--- src/rtl/core/eased_tween_generator_macros.svh ---
// Assertion macros shared by the tween generator.
`ifndef EASED_TWEEN_GENERATOR_MACROS_SVH
`define EASED_TWEEN_GENERATOR_MACROS_SVH

// Asserts that a condition implies a consequence in the same cycle.
`define ETG_ASSERT_IMPL(label, clk, rst_n, cond, cons, msg) \
    label: assert property (@(posedge clk) disable iff (!rst_n) (cond) |-> (cons)) \
        else $error(msg);

// Asserts that a condition implies a consequence in the next cycle.
`define ETG_ASSERT_NEXT(label, clk, rst_n, cond, cons, msg) \
    label: assert property (@(posedge clk) disable iff (!rst_n) (cond) |=> (cons)) \
        else $error(msg);

`endif

--- src/rtl/core/etg_pkg.sv ---
`timescale 1ns / 1ps

package etg_pkg;

    localparam int unsigned LevelW = 32;
    localparam int unsigned DurW   = 16;
    localparam int unsigned TimeW  = 17;
    localparam int unsigned ProgW  = 17;
    localparam int unsigned PropW  = 3;
    localparam int unsigned CfgIdxW = 3;
    localparam logic [TimeW-1:0] TimeMax = '1;
    localparam logic [DurW-1:0] DurReset = 16'd1000;

    typedef enum logic [CfgIdxW-1:0] {
        REG_START = 3'd0,
        REG_END   = 3'd1,
        REG_DUR   = 3'd2,
        REG_EASE  = 3'd3,
        REG_LOOP  = 3'd4,
        REG_PROP  = 3'd5
    } t_reg_idx;

    typedef enum logic [1:0] {
        EASE_LINEAR      = 2'd0,
        EASE_CUBIC_IN    = 2'd1,
        EASE_CUBIC_OUT   = 2'd2,
        EASE_CUBIC_INOUT = 2'd3
    } t_ease;

    typedef enum logic [2:0] {
        OP_NONE   = 3'd0,
        OP_CHECK  = 3'd1,
        OP_DIV    = 3'd2,
        OP_EASE   = 3'd3,
        OP_INTERP = 3'd4,
        OP_FINISH = 3'd5
    } t_op;

    typedef struct packed {
        t_op  op;
        logic cancel;
        logic [DurW-1:0] elapsed;
    } t_cmd;

    typedef struct packed {
        logic done;
        logic skip;
    } t_stat;

endpackage

--- src/rtl/core/etg_ctrl.sv ---
`timescale 1ns / 1ps

module etg_ctrl (
    input  logic           i_clk,
    input  logic           i_rst_n,
    input  logic           i_valid,
    input  logic           i_kind,
    input  logic [15:0]    i_elapsed,
    output logic           o_ready,
    input  logic           i_out_free,
    input  etg_pkg::t_stat i_stat,
    output etg_pkg::t_cmd  o_cmd
);

    typedef enum logic [2:0] {
        S_IDLE, S_CHECK, S_DIV, S_EASE, S_INTERP, S_FINISH
    } t_state;

    t_state r_state;
    t_state n_state;
    etg_pkg::t_cmd n_cmd;

    assign o_ready = (r_state == S_IDLE);

    always_comb begin
        n_state = r_state;
        n_cmd = '0;
        n_cmd.op = etg_pkg::OP_NONE;
        case (r_state)
            S_IDLE: begin
                if (i_valid) begin
                    n_cmd.op = etg_pkg::OP_CHECK;
                    n_cmd.cancel = i_kind;
                    n_cmd.elapsed = i_elapsed;
                    n_state = S_CHECK;
                end
            end
            S_CHECK: begin
                if (i_stat.skip) begin
                    n_state = S_IDLE;
                end else begin
                    n_cmd.op = etg_pkg::OP_DIV;
                    n_state = S_DIV;
                end
            end
            S_DIV: begin
                if (i_stat.done) begin
                    n_cmd.op = etg_pkg::OP_EASE;
                    n_state = S_EASE;
                end
            end
            S_EASE: begin
                if (i_stat.done) begin
                    n_cmd.op = etg_pkg::OP_INTERP;
                    n_state = S_INTERP;
                end
            end
            S_INTERP: begin
                if (i_stat.done) begin
                    n_state = S_FINISH;
                end
            end
            S_FINISH: begin
                if (i_out_free) begin
                    n_cmd.op = etg_pkg::OP_FINISH;
                    n_state = S_IDLE;
                end
            end
            default: n_state = S_IDLE;
        endcase
    end

    always_ff @(posedge i_clk) begin
        if (!i_rst_n) begin
            r_state <= S_IDLE;
            o_cmd <= '0;
        end else begin
            r_state <= n_state;
            o_cmd <= n_cmd;
        end
    end

endmodule

--- src/rtl/core/etg_datapath.sv ---
`timescale 1ns / 1ps

module etg_datapath (
    input  logic                 i_clk,
    input  logic                 i_rst_n,
    input  etg_pkg::t_cmd        i_cmd,
    output etg_pkg::t_stat       o_stat,
    input  logic signed [31:0]   i_start,
    input  logic signed [31:0]   i_end,
    input  logic [15:0]          i_dur,
    input  etg_pkg::t_ease       i_ease,
    input  logic                 i_loop,
    output logic                 o_res_valid,
    output logic signed [31:0]   o_res_level,
    output logic                 o_res_done,
    output logic                 o_res_restart
);

    logic [etg_pkg::TimeW-1:0] r_time;
    logic signed [31:0]        r_level;
    logic                      r_stopped;
    logic [33:0]               r_rem;
    logic [16:0]               r_quot;
    logic [4:0]                r_cnt;
    logic                      r_busy;
    logic [1:0]                r_phase;
    logic [16:0]               r_base;
    logic [50:0]               r_acc;
    logic [16:0]               r_e;
    logic signed [49:0]        r_prod;
    logic                      r_done;

    logic signed [31:0] w_cur;
    logic               w_up;
    logic               w_cmp;
    logic [17:0]        w_sum;
    logic [etg_pkg::TimeW-1:0] w_tsat;
    logic [17:0]        w_trial;
    logic [16:0]        w_p;
    logic [16:0]        w_q;
    logic               w_inv;
    logic signed [32:0] w_delta;
    logic signed [49:0] w_part;
    logic signed [31:0] w_lvl;
    logic               w_fin;

    assign w_up  = (i_end > i_start);
    assign w_cur = (r_time == '0) ? i_start : r_level;
    assign w_cmp = w_up ? (w_cur >= i_end) : (w_cur <= i_end);
    assign w_sum = {1'b0, r_time} + {2'b0, i_cmd.elapsed};
    assign w_tsat = w_sum[17] ? etg_pkg::TimeMax : w_sum[16:0];
    assign w_trial = {1'b0, r_rem[32:16]} - {2'b0, i_dur};
    assign w_p = r_quot;
    assign w_q = 17'd65536 - r_quot;
    assign w_inv = (i_ease == etg_pkg::EASE_CUBIC_OUT) ||
                   ((i_ease == etg_pkg::EASE_CUBIC_INOUT) && !r_quot[16] && !r_quot[15] ?
                    1'b0 : (i_ease == etg_pkg::EASE_CUBIC_INOUT));
    assign w_delta = 33'(i_end) - 33'(i_start);
    assign w_part = r_prod >>> 16;
    assign w_lvl = 32'(i_start + w_part);
    assign w_fin = w_up ? (w_lvl >= i_end) : (w_lvl <= i_end);

    assign o_stat.done = r_done;
    assign o_stat.skip = (i_cmd.op == etg_pkg::OP_CHECK) &&
                         (i_cmd.cancel || r_stopped || w_cmp);

    always_ff @(posedge i_clk) begin
        if (!i_rst_n) begin
            r_time <= '0;
            r_level <= '0;
            r_stopped <= 1'b0;
            r_busy <= 1'b0;
            r_done <= 1'b0;
            o_res_valid <= 1'b0;
        end else begin
            r_done <= 1'b0;
            o_res_valid <= 1'b0;
            case (i_cmd.op)
                etg_pkg::OP_CHECK: begin
                    if (i_cmd.cancel) r_stopped <= 1'b1;
                    if (!i_cmd.cancel && !r_stopped) begin
                        r_level <= w_cur;
                        if (!w_cmp) r_time <= w_tsat;
                    end
                end
                etg_pkg::OP_DIV: begin
                    r_busy <= 1'b1;
                    r_cnt <= 5'd17;
                    r_quot <= '0;
                    r_rem <= {1'b0, r_time, 16'b0};
                    if (i_dur == '0 || r_time >= {1'b0, i_dur}) begin
                        r_busy <= 1'b0;
                        r_cnt <= '0;
                        r_quot <= 17'd65536;
                        r_done <= 1'b1;
                    end
                end
                etg_pkg::OP_EASE: begin
                    r_phase <= 2'd0;
                    r_busy <= 1'b1;
                    r_base <= w_inv ? w_q : w_p;
                    r_acc <= {34'b0, (w_inv ? w_q : w_p)};
                    if (i_ease == etg_pkg::EASE_LINEAR) begin
                        r_busy <= 1'b0;
                        r_e <= r_quot;
                        r_done <= 1'b1;
                    end
                end
                etg_pkg::OP_INTERP: begin
                    r_prod <= w_delta * $signed({1'b0, r_e});
                    r_done <= 1'b1;
                end
                etg_pkg::OP_FINISH: begin
                    o_res_valid <= 1'b1;
                    o_res_done <= w_fin;
                    o_res_restart <= w_fin && i_loop;
                    o_res_level <= w_fin ? i_end : w_lvl;
                    r_level <= w_fin ? (i_loop ? i_start : i_end) : w_lvl;
                    if (w_fin && i_loop) r_time <= '0;
                end
                default: begin
                    if (r_busy && r_cnt != '0) begin
                        if (!w_trial[17]) begin
                            r_rem <= {w_trial[16:0], r_rem[15:0], 1'b0};
                            r_quot <= {r_quot[15:0], 1'b1};
                        end else begin
                            r_rem <= {r_rem[32:0], 1'b0};
                            r_quot <= {r_quot[15:0], 1'b0};
                        end
                        r_cnt <= r_cnt - 5'd1;
                        if (r_cnt == 5'd1) begin
                            r_busy <= 1'b0;
                            r_done <= 1'b1;
                        end
                    end else if (r_busy) begin
                        if (r_phase == 2'd0) begin
                            r_acc <= 51'(r_acc[16:0] * r_base);
                            r_phase <= 2'd1;
                        end else if (r_phase == 2'd1) begin
                            r_acc <= 51'(r_acc[33:0] * r_base);
                            r_phase <= 2'd2;
                        end else begin
                            r_busy <= 1'b0;
                            r_done <= 1'b1;
                            if (i_ease == etg_pkg::EASE_CUBIC_IN)
                                r_e <= 17'(r_acc >> 32);
                            else if (i_ease == etg_pkg::EASE_CUBIC_OUT)
                                r_e <= 17'd65536 - 17'(r_acc >> 32);
                            else if (!w_inv)
                                r_e <= 17'(r_acc >> 30);
                            else
                                r_e <= 17'd65536 - 17'(r_acc >> 30);
                        end
                    end
                end
            endcase
        end
    end

endmodule

--- src/rtl/core/eased_tween_generator.sv ---
`timescale 1ns / 1ps
// Eased tween generator: each tick request adds its elapsed milliseconds to the
// running time, and the block returns start + (end - start) * ease(time /
// duration) in signed Q16.16 with the property code, raising done when the end
// value is reached and restarting from zero when looping is enabled. A tick that
// gives a result keeps the input busy until the result is issued, with the time set
// mostly by the 17-step serial divider that forms progress and the three steps of
// the multiplier that cubes it; the linear ease skips the multiplier. Ticks whose
// time has reached the duration skip the divider. A result still waiting on the
// output holds the block before it can issue the next one. Cancel requests and
// ticks that give no result return to idle after the check step.

`include "eased_tween_generator_macros.svh"

module eased_tween_generator (
    input  logic        i_clk,
    input  logic        i_rst_n,
    input  logic        s_axis_tvalid,
    output logic        s_axis_tready,
    input  logic [15:0] s_axis_tdata,   // elapsed_ms
    input  logic        s_axis_tuser,   // kind
    output logic        m_axis_tvalid,
    input  logic        m_axis_tready,
    output logic [39:0] m_axis_tdata,   // current_level, property_sel, zero fill
    output logic [1:0]  m_axis_tuser,   // done_flag, restarted
    input  logic        i_cfg_valid,
    output logic        o_cfg_ready,
    input  logic [2:0]  i_cfg_index,
    input  logic [31:0] i_cfg_data
);

    logic signed [31:0] r_start, r_end;
    logic [15:0] r_dur;
    etg_pkg::t_ease r_ease;
    logic r_loop;
    logic [2:0] r_prop;
    etg_pkg::t_cmd w_cmd;
    etg_pkg::t_stat w_stat;
    logic w_res_valid, w_res_done, w_res_restart;
    logic signed [31:0] w_res_level;

    assign o_cfg_ready = 1'b1;

    always_ff @(posedge i_clk) begin
        if (!i_rst_n) begin
            r_start <= '0; r_end <= '0; r_dur <= etg_pkg::DurReset;
            r_ease <= etg_pkg::EASE_LINEAR; r_loop <= 1'b0; r_prop <= '0;
        end else if (i_cfg_valid) begin
            case (etg_pkg::t_reg_idx'(i_cfg_index))
                etg_pkg::REG_START: r_start <= i_cfg_data;
                etg_pkg::REG_END:   r_end <= i_cfg_data;
                etg_pkg::REG_DUR:   r_dur <= i_cfg_data[15:0];
                etg_pkg::REG_EASE:  r_ease <= etg_pkg::t_ease'(i_cfg_data[1:0]);
                etg_pkg::REG_LOOP:  r_loop <= i_cfg_data[0];
                etg_pkg::REG_PROP:  r_prop <= i_cfg_data[2:0];
                default: ;
            endcase
        end
    end

    etg_ctrl u_ctrl (
        .i_clk(i_clk), .i_rst_n(i_rst_n),
        .i_valid(s_axis_tvalid), .i_kind(s_axis_tuser), .i_elapsed(s_axis_tdata),
        .o_ready(s_axis_tready), .i_out_free(!m_axis_tvalid || m_axis_tready),
        .i_stat(w_stat), .o_cmd(w_cmd)
    );

    etg_datapath u_dp (
        .i_clk(i_clk), .i_rst_n(i_rst_n), .i_cmd(w_cmd), .o_stat(w_stat),
        .i_start(r_start), .i_end(r_end), .i_dur(r_dur), .i_ease(r_ease),
        .i_loop(r_loop), .o_res_valid(w_res_valid), .o_res_level(w_res_level),
        .o_res_done(w_res_done), .o_res_restart(w_res_restart)
    );

    always_ff @(posedge i_clk) begin
        if (!i_rst_n) begin
            m_axis_tvalid <= 1'b0;
        end else if (w_res_valid) begin
            m_axis_tvalid <= 1'b1;
            m_axis_tdata <= {5'b0, r_prop, w_res_level};
            m_axis_tuser <= {w_res_restart, w_res_done};
        end else if (m_axis_tready) begin
            m_axis_tvalid <= 1'b0;
        end
    end

    `ETG_ASSERT_IMPL(a_restart_needs_done, i_clk, i_rst_n,
                     m_axis_tvalid && m_axis_tuser[1], m_axis_tuser[0],
                     "restart without done")
    `ETG_ASSERT_NEXT(a_no_accept_while_busy, i_clk, i_rst_n,
                     s_axis_tvalid && s_axis_tready, !s_axis_tready,
                     "accepted while busy")
    `ETG_ASSERT_IMPL(a_result_slot_free, i_clk, i_rst_n,
                     w_res_valid, !m_axis_tvalid || $past(m_axis_tready),
                     "result overwrite")

endmodule
--- config.mk ---
export PLATFORM = sky130hd
export DESIGN_NAME = eased_tween_generator
export DESIGN_NICKNAME = d
export VERILOG_FILES = /design/src/rtl/core/etg_pkg.sv /design/src/rtl/core/etg_ctrl.sv /design/src/rtl/core/etg_datapath.sv /design/src/rtl/core/eased_tween_generator.sv
export VERILOG_INCLUDE_DIRS = /design/src /design/src/rtl/core
export SDC_FILE = /design/constraint.sdc
export NUM_CORES = 2
export LEC_CHECK = 0
export ABC_AREA = 1
export ABC_CLOCK_PERIOD_IN_PS = 18300
export BUFFER_PORTS_ARGS = -buffer_cell sky130_fd_sc_hd__buf_2
export CAP_MARGIN = 20
export CORE_UTILIZATION = 50
export DETAILED_ROUTE_END_ITERATION = 8
export PLACE_DENSITY = 0.66
export SYNTH_ARGS = -nofsm -noshare
export SYNTH_HDL_FRONTEND = slang
export SYNTH_HIERARCHICAL = 1
export SYNTH_SLANG_ARGS = --single-unit
--- constraint.sdc ---
create_clock -name i_clk -period 18.3 [get_ports i_clk]
set_input_delay 2.745 -clock i_clk [delete_from_list [all_inputs] [get_ports i_clk]]
set_output_delay 2.745 -clock i_clk [all_outputs]
set_load 0.005 [all_outputs]
==> flow_summary.ini <==
[global_route]
grt_usage_pct = 31.5
grt.overflow.total = 0
antenna_found_initial = 6
grt_pass1_wl_um = 317000
grt_max_degree = 78
grt_pass1_vias = 56000

[detailed_routing]
postRouteAntennaNets = 0
dr.first_iter.drc_count = 4507
drt_wl_total_um = 202000
drtPass1Iterations = 8
wl_per_cell_um = 20.5
viasPerCell = 5.48
route.vias.total = 54000
drcViolationCount = 0

[floorplan]
rows = 131
coreArea_um2 = 127000
die_w_um = 360
ios = 102
die_h_um = 360
die-area_um2 = 130000
initial_utilization_pct = 50.3

[setup_path]
worst_setup_path_end_kind = register
cp_common_cell = fa_1
cp_max_fo = 12
cp-start-kind = register
critical_path_arrival_ns = 9.12
cp_slowest_cell = fa_1
criticalPathCategory = reg2reg
cp.required_ns = 18.64
cpPeakStageDelay_ns = 0.57

[cells_and_area]
drive_above_1_share_pct = 4.49
final_core_utilization_pct = 53.1
design_area_um2 = 67600
nets = 9709
areaGrowthSynthToFinish_pct = 5.47
seqCellArea_um2 = 10100
multi_input_area_um2 = 45600
n_fill_cell = 12300

[synth]
netlist_top_cells_area = fa_1 32%, inv_1 11%, edfxtp_1 11%
ys_seq_area_share_pct = 15.7
synth_cell_types = 64
synth_warnings = 6
yosysTopAreaCellShare_pct = 32.4
synth-seq-cells = 390
synthCells = 8251
synth_ff_type = edfxtp_1
avgSynthCellArea_um2 = 7.77
synth_area_um2 = 64100
synth_top_area_cell = fa_1
synth_edf_count = 227
synth_async_sr_flop_share_pct = 0

[clock_network]
ctsResizeCount = 0
clock_path_buffers = 3
h-tree-depth = 2
cts_buffers = 43
clkSlewWorstSetupHoldPaths_ns = 0.06
cts_tree = yes
holdBufCountCts = 0
cts_root_buf = clkbuf_16
clock_sinks = 390
post_cts_buffers = 0
clock_latency_ns = 0.62

[min_path]
hp-class = reg2reg

[sta]
setup_viol = 0
max_slew_margin_pct = 18.8
setup-tns-final_ns = 0
slew_viol_final = 0
fmax_mhz = 114
fin_skew_ns = 0.0431
worst-slew-pin-transition_ns = 1.22
rsz0062_at_grt = false
timing.final.crit_share_pct = 48.0
layout_min_cycle_time_ns = 8.78
hold_viol_final = 0

[placed_design]
place_congestion = 0.981
placed_cell_area_um2 = 66000
io_buffers = 95
dp_hpwl_um = 160000

[outcome]
status = finished clean

[flow_run]
cap_violations = 0
[sequential cells by signal, summed over array words and instances (netlist names), 17 cells and up]
name / cells
u_dp/r_rem: 17
u_dp/r_base: 17
u_dp/r_e: 17
u_dp/o_res_level: 32
u_dp/r_level: 32
r_end: 32
u_dp/r_quot: 17
u_dp/r_time: 17
m_axis_tdata: 35
u_dp/r_acc: 49
r_start: 32
u_dp/r_prod: 32
u_ctrl/o_cmd: 20
[layout by cell type, fill, tap and decap left out, types with 7 or more instances in the layout]
cell,n
inv_1,1867
nand2_1,1681
fa_1,1038
nor2_1,786
ha_1,461
a21oi_1,416
o21ai_0,397
nand3_1,316
edfxtp_1,227
dfxtp_1,162
xor2_1,104
buf_2,94
buf_4,89
xnor2_1,61
or2_2,54
nand4_1,48
nor3_1,47
clkbuf_16,46
o211ai_1,23
o21a_1,22
a21o_1,19
a31oi_1,18
o21bai_1,16
nor4_1,15
nor2_2,12
nor2_4,11
clkinv_1,11
inv_2,10
a211oi_1,8
nand2_2,7
bufinv_16,7
clkbuf_1,7
a21boi_0,7
a221oi_1,7
[worst max-delay path: cells and delay by family, from the launching register on]
kind / cells / cell delay (ns)
adders and majority gates: 9 / 4.06
AOI/OAI and AO/OA: 11 / 2.45
and+or+nand+nor: 5 / 0.77
buffers and inverters: 5 / 0.73
DFF: 1 / 0.38
xor gates and xnor gates: 1 / 0.14
[routing by layer]
layer	global-route usage (%)	wire length (um)	up-vias
met4	13.5	10000	2
met2	54.1	97700	2118
met3	3.40	13600	486
li1	-	-	24800
met1	40.2	80500	26600
met5	0	18	-
[through the flow]
stage	setup WS (ns)	hold WS [ns]	std cells
global placement	9.39	0.401	9766
detailed placement	9.62	0.405	9768
CTS	9.57	0.420	9848
global route	8.86	0.422	9850
floorplan	10.78	0.400	8255
finish	9.52	0.419	9852
[synthesized netlist by cell type (10+ instances only)]
library cell     n
fa_1          1038
nand2_1       1681
buf_6           11
nor3_1          48
buf_4           15
buf_1           10
nor2_2          15
inv_1         1867
a211oi_1        10
edfxtp_1       227
o21bai_1        16
a31oi_1         18
inv_2           10
o211ai_1        23
a21o_1          19
nand3_1        316
a21oi_1        416
o21a_1          22
or2_2           54
o21ai_0        397
nand4_1         48
dfxtp_1        163
xor2_1         104
xnor2_1         61
ha_1           461
buf_2           31
clkbuf_1       266
nor2_1         790
nor4_1          15
[cell families after synthesis]
family                   count (synthesis)  synth area share (%)
AND/OR/NAND/NOR                       3003                  19.1
buffers and inverters                 2216                  13.3
multiplexers                             2                0.0312
adder cells (fa/ha/maj)               1499                  41.4
XOR/XNOR                               165                  2.25
flip-flops                             390                  15.7
AO/OA/AOI/OAI                          974                  8.23
other                                    2                0.0117
[layout make-up]
cell class / instances / area share (%)
diodes: 2 / 0.00740
clock buffers: 55 / 1.78
clock inverters: 25 / 0.542
inverters: 1883 / 10.5
multi-input cells: 5649 / 67.5
flip-flops and latches: 390 / 14.9
well taps: 1662 / 3.08
repair buffers: 186 / 1.75
[final timing paths]
kind,to,depth (start not counted),from,slack (ns)
hold / removal,m_axis_tdata[13]$_DFFE_PP_,0,u_dp/o_res_level[13]$_DFFE_PP_,0.42
hold reg to reg,m_axis_tdata[13]$_DFFE_PP_,0,u_dp/o_res_level[13]$_DFFE_PP_,0.42
setup / recovery,u_dp/r_prod[44]$_DFFE_PP_,31,r_end[0]$_SDFFE_PN0P_,9.52
setup reg to reg,u_dp/r_prod[44]$_DFFE_PP_,31,r_end[0]$_SDFFE_PN0P_,9.52
Power is not shown: default switching activity piles up to over one toggle a cycle in this logic, so the estimate is an artifact.
